### src/rtl/rlew_pkg.sv
`default_nettype none

package rlew_pkg;

    localparam int WordWidth  = 16;
    localparam int TotalWidth = 32;
    localparam int CfgIdxWidth = 2;

    // Configuration register indexes.
    localparam logic [CfgIdxWidth-1:0] CFG_RLEW_TAG   = 2'd0;
    localparam logic [CfgIdxWidth-1:0] CFG_MAP_WIDTH  = 2'd1;
    localparam logic [CfgIdxWidth-1:0] CFG_MAP_HEIGHT = 2'd2;

    localparam logic [WordWidth-1:0] TagReset    = 16'd0;
    localparam logic [WordWidth-1:0] WidthReset  = 16'd64;
    localparam logic [WordWidth-1:0] HeightReset = 16'd64;

    typedef struct packed {
        logic                  is_status;
        logic [WordWidth-1:0]  run_value;
        logic [WordWidth-1:0]  run_length;
        logic [TotalWidth-1:0] start_index;
        logic                  size_ok;
        logic                  truncated;
        logic                  last;
    } rlew_result_t;

    // Up to two results come out of one word, written to the queue together.
    typedef struct packed {
        logic [1:0]   count;
        rlew_result_t first;
        rlew_result_t second;
    } rlew_push_t;

endpackage

`default_nettype wire

### src/rtl/rlew_core.sv
`default_nettype none

module rlew_core (
    input  wire logic                            clk,
    input  wire logic                            rst_n,
    input  wire logic                            fire,
    input  wire logic [rlew_pkg::WordWidth-1:0]  word,
    input  wire logic                            end_of_data,
    input  wire logic [rlew_pkg::WordWidth-1:0]  rlew_tag,
    input  wire logic [rlew_pkg::WordWidth-1:0]  map_width,
    input  wire logic [rlew_pkg::WordWidth-1:0]  map_height,
    output rlew_pkg::rlew_push_t                 push
);
    import rlew_pkg::*;

    typedef enum logic [1:0] {
        PH_LEAD,
        PH_NORMAL,
        PH_COUNT,
        PH_VALUE
    } phase_t;

    phase_t                phase_reg, phase_next;
    logic [WordWidth-1:0]  held_count_reg, held_count_next;
    logic [TotalWidth-1:0] total_reg, total_next;
    logic                  overflow_reg, overflow_next;

    logic                  emit_run;
    logic [WordWidth-1:0]  add_amt;
    logic [TotalWidth:0]   sum;
    logic [TotalWidth-1:0] total_sat;
    logic                  overflow_now;
    phase_t                phase_run;
    logic [WordWidth-1:0]  held_run;
    logic [TotalWidth-1:0] expect_size;
    rlew_result_t          run_res;
    rlew_result_t          stat_res;

    always_comb
    begin
        phase_run = phase_reg;
        held_run  = held_count_reg;
        emit_run  = 1'b0;
        add_amt   = '0;
        unique case (phase_reg)
            PH_LEAD:
            begin
                phase_run = PH_NORMAL;
            end
            PH_NORMAL:
            begin
                if (word == rlew_tag)
                begin
                    phase_run = PH_COUNT;
                end
                else
                begin
                    emit_run = 1'b1;
                    add_amt  = WordWidth'(1);
                end
            end
            PH_COUNT:
            begin
                held_run  = word;
                phase_run = PH_VALUE;
            end
            PH_VALUE:
            begin
                // A triple with a zero count produces nothing.
                if (held_count_reg != '0)
                begin
                    emit_run = 1'b1;
                    add_amt  = held_count_reg;
                end
                held_run  = '0;
                phase_run = PH_NORMAL;
            end
            default:
            begin
                phase_run = PH_LEAD;
            end
        endcase
    end

    assign sum          = {1'b0, total_reg} + {{(TotalWidth-WordWidth+1){1'b0}}, add_amt};
    assign total_sat    = sum[TotalWidth] ? '1 : sum[TotalWidth-1:0];
    assign overflow_now = overflow_reg | sum[TotalWidth];
    assign expect_size  = {{(TotalWidth-WordWidth){1'b0}}, map_width}
                        * {{(TotalWidth-WordWidth){1'b0}}, map_height};

    always_comb
    begin
        run_res.is_status   = 1'b0;
        run_res.run_value   = word;
        run_res.run_length  = add_amt;
        run_res.start_index = total_reg;
        run_res.size_ok     = 1'b0;
        run_res.truncated   = 1'b0;
        run_res.last        = ~end_of_data;

        stat_res.is_status   = 1'b1;
        stat_res.run_value   = '0;
        stat_res.run_length  = '0;
        stat_res.start_index = total_sat;
        stat_res.size_ok     = ~overflow_now && (total_sat == expect_size);
        stat_res.truncated   = (phase_run == PH_COUNT) || (phase_run == PH_VALUE);
        stat_res.last        = 1'b1;
    end

    always_comb
    begin
        push.count  = fire ? ({1'b0, emit_run} + {1'b0, end_of_data}) : 2'd0;
        push.first  = emit_run ? run_res : stat_res;
        push.second = stat_res;
    end

    always_comb
    begin
        phase_next      = phase_reg;
        held_count_next = held_count_reg;
        total_next      = total_reg;
        overflow_next   = overflow_reg;
        if (fire)
        begin
            if (end_of_data)
            begin
                phase_next      = PH_LEAD;
                held_count_next = '0;
                total_next      = '0;
                overflow_next   = 1'b0;
            end
            else
            begin
                phase_next      = phase_run;
                held_count_next = held_run;
                total_next      = total_sat;
                overflow_next   = overflow_now;
            end
        end
    end

    always_ff @(posedge clk or negedge rst_n)
    begin
        if (!rst_n)
        begin
            phase_reg      <= PH_LEAD;
            held_count_reg <= '0;
            total_reg      <= '0;
            overflow_reg   <= 1'b0;
        end
        else
        begin
            phase_reg      <= phase_next;
            held_count_reg <= held_count_next;
            total_reg      <= total_next;
            overflow_reg   <= overflow_next;
        end
    end

endmodule

`default_nettype wire

### src/rtl/rlew_out_fifo.sv
`default_nettype none

module rlew_out_fifo (
    input  wire logic                 clk,
    input  wire logic                 rst_n,
    input  wire rlew_pkg::rlew_push_t push,
    output logic                      room,
    output logic                      out_valid,
    input  wire logic                 out_stall,
    output rlew_pkg::rlew_result_t    head
);
    import rlew_pkg::*;

    localparam int Depth    = 4;
    localparam int PtrWidth = $clog2(Depth);
    localparam int CntWidth = $clog2(Depth + 1);

    rlew_result_t          entry_reg [Depth];
    logic [PtrWidth-1:0]   wr_ptr_reg, wr_ptr_next;
    logic [PtrWidth-1:0]   rd_ptr_reg, rd_ptr_next;
    logic [CntWidth-1:0]   count_reg, count_next;
    logic [PtrWidth-1:0]   wr_ptr_plus1;
    logic                  pop;

    assign out_valid    = (count_reg != '0);
    assign head         = entry_reg[rd_ptr_reg];
    assign pop          = out_valid & ~out_stall;
    // Room for the worst case of two results from one word.
    assign room         = (count_reg <= CntWidth'(Depth - 2));
    assign wr_ptr_plus1 = wr_ptr_reg + PtrWidth'(1);

    always_comb
    begin
        wr_ptr_next = wr_ptr_reg + PtrWidth'(push.count);
        rd_ptr_next = rd_ptr_reg + PtrWidth'(pop);
        count_next  = count_reg + CntWidth'(push.count) - CntWidth'(pop);
    end

    always_ff @(posedge clk)
    begin
        if (push.count != 2'd0)
        begin
            entry_reg[wr_ptr_reg] <= push.first;
        end
        if (push.count == 2'd2)
        begin
            entry_reg[wr_ptr_plus1] <= push.second;
        end
    end

    always_ff @(posedge clk or negedge rst_n)
    begin
        if (!rst_n)
        begin
            wr_ptr_reg <= '0;
            rd_ptr_reg <= '0;
            count_reg  <= '0;
        end
        else
        begin
            wr_ptr_reg <= wr_ptr_next;
            rd_ptr_reg <= rd_ptr_next;
            count_reg  <= count_next;
        end
    end

endmodule

`default_nettype wire

### src/rtl/rlew_run_decoder.sv
// Channel   Signals                                              Direction
// ------    ---------------------------------------------------  ---------
// in        in_valid, in_stall, data_word, end_of_data           sink
// out       out_valid, out_stall, is_status, run_value,          source
//           run_length, start_index, size_ok, truncated, last
// cfg       cfg_valid, cfg_ready, cfg_index, cfg_data            sink
//
// One word is taken per cycle unless a held word waits for queue room; a
// taken word is held in a register and decoded when the output queue has
// room. A word that gives a run and ends the stream gives two results, which
// leave one at a time through a four-entry output queue.
// Reset loads tag 0 and a 64 by 64 plane and waits for a stream's leading word.
// out_stall never reaches in_stall in the same cycle; input stalls only when
// the output queue is near full.
`default_nettype none

module rlew_run_decoder (
    input  wire logic                              clk,
    input  wire logic                              rst_n,
    input  wire logic                              in_valid,
    output logic                                   in_stall,
    input  wire logic [rlew_pkg::WordWidth-1:0]    data_word,
    input  wire logic                              end_of_data,
    output logic                                   out_valid,
    input  wire logic                              out_stall,
    output logic                                   is_status,
    output logic [rlew_pkg::WordWidth-1:0]         run_value,
    output logic [rlew_pkg::WordWidth-1:0]         run_length,
    output logic [rlew_pkg::TotalWidth-1:0]        start_index,
    output logic                                   size_ok,
    output logic                                   truncated,
    output logic                                   last,
    input  wire logic                              cfg_valid,
    output logic                                   cfg_ready,
    input  wire logic [rlew_pkg::CfgIdxWidth-1:0]  cfg_index,
    input  wire logic [rlew_pkg::WordWidth-1:0]    cfg_data
);
    import rlew_pkg::*;

    logic [WordWidth-1:0] tag_reg;
    logic [WordWidth-1:0] width_reg;
    logic [WordWidth-1:0] height_reg;

    logic                 hold_valid_reg;
    logic [WordWidth-1:0] hold_word_reg;
    logic                 hold_end_reg;

    logic                 room;
    logic                 fire;
    logic                 take;
    rlew_push_t           push;
    rlew_result_t         head;

    assign cfg_ready = 1'b1;

    always_ff @(posedge clk or negedge rst_n)
    begin
        if (!rst_n)
        begin
            tag_reg    <= TagReset;
            width_reg  <= WidthReset;
            height_reg <= HeightReset;
        end
        else if (cfg_valid && cfg_ready)
        begin
            unique case (cfg_index)
                CFG_RLEW_TAG:   tag_reg    <= cfg_data;
                CFG_MAP_WIDTH:  width_reg  <= cfg_data;
                CFG_MAP_HEIGHT: height_reg <= cfg_data;
                default:        ;
            endcase
        end
    end

    assign fire     = hold_valid_reg & room;
    assign in_stall = hold_valid_reg & ~room;
    assign take     = in_valid & ~in_stall;

    always_ff @(posedge clk or negedge rst_n)
    begin
        if (!rst_n)
        begin
            hold_valid_reg <= 1'b0;
        end
        else if (take || fire)
        begin
            hold_valid_reg <= take;
        end
    end

    always_ff @(posedge clk)
    begin
        if (take)
        begin
            hold_word_reg <= data_word;
            hold_end_reg  <= end_of_data;
        end
    end

    rlew_core u_core (
        .clk         (clk),
        .rst_n       (rst_n),
        .fire        (fire),
        .word        (hold_word_reg),
        .end_of_data (hold_end_reg),
        .rlew_tag    (tag_reg),
        .map_width   (width_reg),
        .map_height  (height_reg),
        .push        (push)
    );

    rlew_out_fifo u_out_fifo (
        .clk       (clk),
        .rst_n     (rst_n),
        .push      (push),
        .room      (room),
        .out_valid (out_valid),
        .out_stall (out_stall),
        .head      (head)
    );

    assign is_status   = head.is_status;
    assign run_value   = head.run_value;
    assign run_length  = head.run_length;
    assign start_index = head.start_index;
    assign size_ok     = head.size_ok;
    assign truncated   = head.truncated;
    assign last        = head.last;

endmodule

`default_nettype wire

### config.mk
export PLATFORM = sky130hd
export DESIGN_NAME = rlew_run_decoder
export DESIGN_NICKNAME = d
export VERILOG_FILES = /design/src/rtl/rlew_pkg.sv /design/src/rtl/rlew_core.sv /design/src/rtl/rlew_out_fifo.sv /design/src/rtl/rlew_run_decoder.sv
export SDC_FILE = /design/constraint.sdc
export NUM_CORES = 1
export LEC_CHECK = 0
export ABC_AREA = 0
export BUFFER_PORTS_ARGS = -buffer_cell sky130_fd_sc_hd__buf_2
export CAP_MARGIN = 15
export CORE_MARGIN = 2
export CORE_UTILIZATION = 60
export CTS_CLUSTER_SIZE = 30
export DETAILED_ROUTE_END_ITERATION = 12
export PLACE_DENSITY_LB_ADDON = 0.2
export SLEW_MARGIN = 20
export SYNTH_ARGS = -nofsm -noshare
export SYNTH_HDL_FRONTEND = slang
export SYNTH_SLANG_ARGS = --single-unit
export TNS_END_PERCENT = 100
### constraint.sdc
create_clock -name clk -period 16.81 [get_ports clk]
set_clock_uncertainty 0.05 [all_clocks]
set_input_delay 4.2025 -clock clk [delete_from_list [all_inputs] [get_ports clk]]
set_output_delay 4.2025 -clock clk [all_outputs]
set_load 0.02 [all_outputs]
Yosys cells after proc, flatten, opt, wreduce, memory -nomap -nowiden
Memory sizes are Yosys's and may differ from the RTL's.
Index checks and enable logic that the tools add are counted.
W data, S select, Z words.
{ "totals": {"regBits": 124, "ramBits": 272, "out_inout_bits": 71, "elab_cells": 77, "memories": 1} }
{ "mem_list": {"columns": ["memory", "words", "width", "rd", "rd_clocked_by_memory_dff", "write_ports", "line_no", "source"], "rows": [
  ["u_out_fifo.entry_reg", 4, 68, 1, 0, 2, "rlew_out_fifo.sv:18", "rlew_result_t entry_reg [Depth];"]
]} }
{ "classes": {"n_addsub": 7, "n_mul": 1, "n_lt_le_gt_ge": 1, "n_eq_ne": 10, "muxes": 20, "bitwise_logic": 10, "n_reduce_logical": 14} }
{ "ops": {"columns": ["operator", "n"], "rows": [
  ["$mux W68", 1],
  ["$mux W32", 2],
  ["$pmux W16 S2", 2],
  ["$add A32 B16 Y33", 1],
  ["$eq A32 B32 Y1", 1],
  ["$mul A16 B16 Y32", 1],
  ["$mux W16", 2],
  ["$eq A16 B16 Y1", 1],
  ["$reduce_bool A16 Y1", 1],
  ["$eq A2 B2 Y1 const B", 6],
  ["$mux W1", 8],
  ["$reduce_and A2 Y1", 4],
  ["$mux W2", 3],
  ["$pmux W2 S3", 1],
  ["$reduce_bool A3 Y1", 2],
  ["$not A1 Y1", 5],
  ["$and A1 B1 Y1", 4],
  ["$eq A2 B1 Y1 const B", 2],
  ["$logic_not A2 Y1", 2],
  ["$add A3 B2 Y3", 1],
  ["$le A3 B2 Y1 const B", 1],
  ["$sub A3 B1 Y3", 1],
  ["$add A1 B1 Y2", 1],
  ["$add A2 B1 Y2", 1],
  ["other kinds (8)", 9]
]} }

Depth between registers and ports, before layout
Gate-level depths: netlist (run 1).
{ "logic_depth": {"ltp_word": 8, "ltp_mapped": 27} }

Modules after synthesis
A second synthesis (run 1) with hierarchy kept.
{ "unflattened": {"hier_cells": 2437, "area_unflattened_um2": 29465.8} }
{ "modules_own_cells": {"columns": ["mod", "n_inst", "cells_each", "area_per_inst_um2", "seq_area_each_um2"], "rows": [
  ["rlew_out_fifo", 1, 703, 13651.8, 8343.0],
  ["rlew_core", 1, 1607, 13420.4, 1276.2],
  ["rlew_run_decoder", 1, 127, 2393.5, 1739.2]
]} }

Least setup slack after synthesis (run 1)
Ideal clock, no wire load.
{ "synth_timing": {"path_type": "reg-to-reg", "startpoint": "reg width_reg[6]", "endpoint": "mem u_out_fifo.entry_reg[1][2] in the netlist's numbering, data pin", "setup_ns": 0.140, "arrival_ns": 6.537, "setup_slack_ns": 10.083, "stages_incl_launch_ff": 24, "n_path_buf": 3, "synth_period_minus_slack_ns": 6.727, "path_cell_list": "dfstp_2 clkbuf_1 clkbuf_1 nand2_1 fa_1 fa_1 fa_1 fa_1 fa_1 fa_1 inv_1 ha_1 clkbuf_1 nand2_1 or3_2 nor3_1 o31ai_1 nand3_1 o221ai_4 xnor2_1 or3_1 a311oi_2 nand4_2 nor2_1"} }
{ "synth_lines": {"columns": ["item", "line_no", "source"], "rows": [
  ["from (decl)", "rlew_run_decoder.sv:41", "logic [WordWidth-1:0] width_reg;"],
  ["from (signal assigned)", "rlew_run_decoder.sv:61", "width_reg <= WidthReset;"],
  ["from (signal assigned)", "rlew_run_decoder.sv:68", "CFG_MAP_WIDTH: width_reg <= cfg_data;"],
  ["to (decl)", "rlew_out_fifo.sv:18", null]
]} }

Worst setup path after layout (run 1)
{ "layout_timing": {"startpoint": "reg u_out_fifo.rd_ptr_reg[0]", "endpoint": "out size_ok"} }
{ "layout_between": {"elab_chain_len": 1} }
{ "layout_lines": {"columns": ["item", "line_no", "source"], "rows": [
  ["from (decl)", "rlew_out_fifo.sv:20", "logic [PtrWidth-1:0] rd_ptr_reg, rd_ptr_next;"],
  ["from (signal assigned)", "rlew_out_fifo.sv:62", "rd_ptr_reg <= rd_ptr_next;"],
  ["$mem_v2 Z4 W68", null, null],
  ["to (decl)", "rlew_run_decoder.sv:30", "output logic size_ok,"]
]} }
Every way passes these cells.

==> key figures, run 1 <==
Die
  – Die area: 0.04668 mm2
  – Die width: 216.0 um
  – FP Rows: 77
  – Starting Density: 0.6088
  – Die H: 216.0 um
  – Top Ports: 111
  – Core area: 0.04432 mm2

Final layout
  – Fillers: 3490
  – Layout cells sized above 1: 0.1447
  – Non-Filler Instances: 3212
  – Ant diodes: 0
  – Fin nets: 2949
  – Area Growth Syn to Fin: 8.617%
  – Number of flip-flops in the largest register: 272
  – Finished Core Util: 0.6612

Timing
  – Fmax: 136.6 MHz
  – Slew headroom: 0.2528
  – Worst-Margin Slew: 1121 ps
  – Setup Viol. Count Final: 0
  – Setup TNS Final: 0 ps
  – Slew Limit Fails: 0
  – Final period util: 0.4356
  – Crit path time final: 7322 ps
  – RSZ-0062 raised after global routing: false
  – Final hold violation count: 0
  – Post-route setup slack: 9488 ps

CTS
  – TritonCTS clock tree: built
  – Hold Buf Count CTS: 0
  – Post-CTS Repair Setup Buffers: 0
  – CTS root buf: clkbuf_16
  – Reg clk slew, reported paths: 60 ps
  – Longest Clk Path Bufs: 3
  – Clock Latency Late Sink: 590 ps
  – TritonCTS Buffers: 41
  – Post-CTS sizing: 0
  – Sink Count: 396
  – Htree depth: 2

Critical path
  – Reg2reg start: width_reg[7]
  – Worst reg-to-reg path cell count: 20
  – Reg2reg setup slack: 9690 ps
  – Critical Path RT: 12560 ps
  – Slowest CP cell: dfrtp_4
  – Crit path cell chain: buf_4 > mux4_2 > buf_2
  – WS Path Type: flop to primary output
  – CP max FO: 36
  – Crit path from: u_out_fifo.rd_ptr_reg[0]
  – CP Data Arrival Time: 3070 ps
  – CP max stage delay: 870 ps
  – CP Capture Type: primary output
  – Worst Setup Start Kind: flop

Detailed routing
  – Drt via density: 6.187
  – Antenna viol nets, final: 0
  – Via Count: 19873
  – Wirelength per Cell: 22.15 um
  – Initial DRC Count: 1981
  – DR DRC count: 0
  – TritonRoute pass-1 iters: 6
  – Wirelength, routed: 71150 um

Logic synthesis
  – #FFs+latches synth: 396
  – Ys async rst share: 0.2702
  – Synth Warn #: 0
  – Syn avg cell area: 10.49 um2
  – Top-area cell type share of the netlist area: 0.1703
  – Area contributors post-synth: edfxtp_1 (17%), fa_1 (15%), dfxtp_1 (10%)
  – Count leader, synth: nand2_1
  – Sequential area share after synthesis: 0.3706
  – Post-synthesis cell area: 0.02698 mm2
  – Synthesized net count: 2935
  – Post-synth top area cell: edfxtp_1
  – Yosys cell types: 100
  – Post-synth EDFFs: 153
  – Syn Inst Count: 2573
  – Most used DFF post-synth: edfxtp_1
  – Top cells by instance count after synthesis: nand2_1 (429), inv_1 (215), fa_1 (196)

Placed design
  – Port bufs: 109
  – Hpwl dp: 49550 um
  – Pre-CTS setup slack: 9803 ps
  – Final RePlAce weighted congestion: 0.9651
  – Placed cell count: 3136

Hold path
  – Hold crit path type: flop to flop
  – Hold path startpoint: u_out_fifo.entry_reg[2][67]
  – Hold path depth: 2

GRT
  – First-pass GRT wire length: 112700 um
  – Grt ovf: 0
  – Antenna violations before repair: 0
  – Largest net degree at the start of global routing: 70
  – GR Util All Layers: 0.3088
  – Vias in the first global route: 20124

Flow run
  – Max-cap violations: 0

Outcome
  – Outcome: finished, final reports clean
per-stage QoR:
| step | hold WS (ps) | cell area [um2] |
|---|---|---|
| global route | 422.2 | 29300 |
| finish | 391.4 | 29300 |
| detailed placement | 381.3 | 27820 |
| floorplan | 368.5 | 26980 |
| CTS | 391.5 | 29290 |
| global placement | 378.6 | 27820 |
final timing paths:
kind                                               endpoint
worst min-delay path            u_out_fifo.entry_reg[2][67]
worst max register to register   u_out_fifo.entry_reg[1][2]
min in group asynchronous                    height_reg[14]
worst min register to register  u_out_fifo.entry_reg[2][67]
worst max-delay path                                size_ok
max in group asynchronous          u_out_fifo.rd_ptr_reg[0]
metal layers:
| metal | vias up | wire length, um | track usage |
|---|---|---|---|
| met5 | - | 0 | 0 |
| met4 | 0 | 2225 | 0.1057 |
| met3 | 158 | 6114 | 0.05595 |
| li1 | 8925 | - | - |
| met1 | 9838 | 29230 | 0.4280 |
| met2 | 952 | 33580 | 0.4938 |
layout by cell type (no fill, tap or decap), types with 9 or more instances in the layout:
| cell | Yosys | layout |
|---|---|---|
| o22ai_1 | 12 | 12 |
| dfxtp_1 | 136 | 136 |
| nand3_1 | 15 | 15 |
| inv_1 | 215 | 215 |
| clkbuf_16 | 0 | 48 |
| mux4_2 | 68 | 68 |
| xor2_1 | 35 | 35 |
| clkbuf_8 | 3 | 9 |
| o211ai_1 | 9 | 9 |
| nor3_1 | 12 | 11 |
| o21ai_0 | 193 | 192 |
| buf_2 | 17 | 108 |
| buf_4 | 2 | 27 |
| ha_1 | 126 | 126 |
| edfxtp_1 | 153 | 153 |
| dfrtp_1 | 105 | 103 |
| a22o_1 | 137 | 137 |
| nand4_1 | 17 | 17 |
| mux2_2 | 49 | 49 |
| nand2_1 | 429 | 429 |
| mux2i_1 | 13 | 13 |
| fa_1 | 196 | 196 |
| and2_1 | 103 | 103 |
| nor2_1 | 77 | 73 |
| xnor2_1 | 51 | 51 |
| nor4_1 | 11 | 11 |
| a21oi_1 | 77 | 75 |
cell families after synthesis:
logic type	after synthesis	synth area share
compound gates	522	0.1309
xor+xnor	89	0.03024
fa+ha+maj	322	0.2039
buf+inv	379	0.05547
flops	396	0.3706
mux	132	0.08371
other cells	1	0.0001390
simple gates	732	0.1251
worst max-delay path, delay by kind of cell (launching register included):
family                 cells  cell delay (ps)
buffers and inverters      2              930
DFF                        1              870
muxes                      1              640
layout make-up:
class | instances | area, um2 | area share
sequential | 396 | 10000 | 0.3413
clock buffer | 62 | 1344 | 0.04586
multi-input combinational | 1798 | 15550 | 0.5306
clock inverter | 14 | 117.6 | 0.004014
tap | 592 | 740.7 | 0.02528
inverter | 215 | 807.0 | 0.02754
timing repair buffer | 135 | 743.2 | 0.02536
Power of run 1 is left out: the tool's default activity adds up to more than one toggle a clock period on the data nets, which glitch-free logic cannot reach.
==> run 2, diff against run 1 <==
CORE_UTILIZATION = 57   (was 60)
clock period = 6.4 ns   (was 16.81 ns; I/O delays follow)
==> key figures, run 2 (synthesis results as in run 1) <==
Placed design
  – Hpwl dp: 52910 um
  – Final RePlAce weighted congestion: 0.8855
  – Placed standard-cell area: 0.02894 mm2
  – Port bufs: 109

GRT
  – Largest net degree at the start of global routing: 47
  – GR Util All Layers: 0.2968
  – Grt ovf: 0
  – Vias in the first global route: 20770
  – First-pass GRT wire length: 114700 um
  – Antenna violations before repair: 0

Outcome
  – Outcome: finished, violations left
  – Failing checks: DRC, setup timing

Timing
  – Final hold violation count: 0
  – Setup TNS Final: -27.60 ps
  – Setup Viol. Count Final: 2
  – RSZ-0062 raised after global routing: true
  – Slew Limit Fails: 0
  – Post-route setup slack: -17.40 ps
  – Slew headroom: 0.2812
  – Final period util: 1.003
  – Crit path time final: 6417 ps
  – Fmax: 155.8 MHz
  – Worst-Margin Slew: 1076 ps

CTS
  – CTS root buf: clkbuf_16
  – Sink Count: 396
  – TritonCTS clock tree: built
  – Longest Clk Path Bufs: 3
  – Clock Latency Late Sink: 570 ps
  – Reg clk slew, reported paths: 60 ps
  – TritonCTS Buffers: 41
  – Htree depth: 2

Detailed routing
  – Antenna viol nets, final: 0
  – TritonRoute pass-1 iters: 12
  – Wirelength, routed: 73100 um
  – Wirelength per Cell: 21.47 um
  – Initial DRC Count: 2004
  – DR DRC count: 5
  – Via Count: 20527
  – Drt via density: 6.028

Critical path
  – Worst r2r dst: u_out_fifo.entry_reg[1][2]
  – Critical Path RT: 6760 ps
  – Reg2reg setup slack: -20 ps
  – CP Capture Type: flop
  – CP Data Arrival Time: 6770 ps
  – Reg2reg start: height_reg[5]
  – WS Path Type: flop to flop
  – Worst Setup Start Kind: flop
  – Worst reg-to-reg path cell count: 22
  – CP max FO: 6

Die
  – Core area: 0.04665 mm2
  – Top Ports: 111
  – Die area: 0.04909 mm2
  – Starting Density: 0.5783
  – FP Rows: 79
  – Die H: 221.6 um
  – Die width: 221.6 um

Final layout
  – Fin nets: 3128
  – Number of flip-flops in the largest register: 272
  – Ant diodes: 0
  – Area Growth Syn to Fin: 14.26%
  – Most frequent cells in the layout: nand2_1 (426), inv_1 (214), buf_4 (201)
  – Commonest non-fill, non-tap cell in the layout: nand2_1
  – Layout cells sized above 1: 0.2148
  – Fin area: 0.03082 mm2

Hold path
  – Hold path depth: 2
  – Hold Path End: u_out_fifo.entry_reg[0][67]
  – Hold crit path type: flop to flop
  – Hold path startpoint: u_out_fifo.entry_reg[0][67]

Flow run
  – Max-cap violations: 0
[run 2: changes by cell type in the layout (fill, tap and decap cells not counted), moves of 5 or more]
| cell | delta |
|---|---|
| buf_4 | +174 |
| dfrtp_1 | -17 |
| dfrtp_2 | +17 |
| fa_1 | -7 |
| fa_2 | +7 |
| ha_1 | -7 |
| ha_4 | +7 |
| clkbuf_16 | -6 |
| clkinv_1 | +6 |
| clkbuf_1 | +5 |
| clkinv_2 | -5 |
[run 2: how the worst max path moves through the flow]
stage	slack (ps)	to	start	depth (start not counted)
after CTS	4	u_out_fifo.entry_reg[1][2]	width_reg[9]	21
after detailed placement	-330	u_out_fifo.entry_reg[1][2]	height_reg[2]	22
final	-20	u_out_fifo.entry_reg[1][2]	height_reg[5]	22
after global placement	-110	u_out_fifo.entry_reg[3][2]	height_reg[2]	22
after floorplan	6	u_out_fifo.entry_reg[1][2]	width_reg[10]	23
after global routing	-230	u_out_fifo.entry_reg[0][2]	width_reg[6]	21
[run 2: worst max-delay path, cell delays in order, from the launching register on]
cell      delay [ps]
dfrtp_2          450
clkbuf_4         190
buf_4            140
nand2_1           70
fa_1             440
fa_2             540
fa_1             460
fa_1             530
fa_1             440
fa_1             490
inv_1             60
ha_4             230
a21oi_1          110
o21ai_1          100
and2b_2          230
or3_4            380
a31oi_2          200
xnor2_1          110
a211o_1          320
a221oi_2         260
and4_1           220
nand4_2          140
nor2_1           120
[run 2: what timing repair did]
item / 4_1_cts / 5_1_grt
hold buffers: 0 / 0
setup buffers: 25 / 9
pin swaps: 35 / 13
endpoints found under the setup margin: 4 / 4
resized for setup: 52 / 17
[run 2: area by class of cell]
cell class	count	area, um2
clock inverters	18	210.2
flip-flops and latches	396	10020
clock buffers	57	1157
multi-input cells	1798	15770
inverters	215	807.0
repair buffers	314	2102
fillers	3634	15830
well taps	607	759.5
[run 2: per-layer routing]
layer	GRT usage	up-vias	wire, um
li1	-	9287	-
met1	0.4134	10251	30780
met2	0.4968	868	35550
met3	0.03711	121	5182
met4	0.07781	0	1583
met5	0	-	0
[run 2: metrics by stage]
step                      hold slack [ps]  setup slack [ps]  cells    util
after floorplan                     368.5             5.715   2573       -
after global placement              379.1            -109.9   3296  0.6204
after detailed placement            384.1            -325.6   3296  0.6204
after CTS                           393.8             3.645   3396  0.6574
after global routing                407.8            -226.1   3405  0.6607
final                               393.1            -17.40   3405  0.6607
Power of run 2 is left out for the same reason.
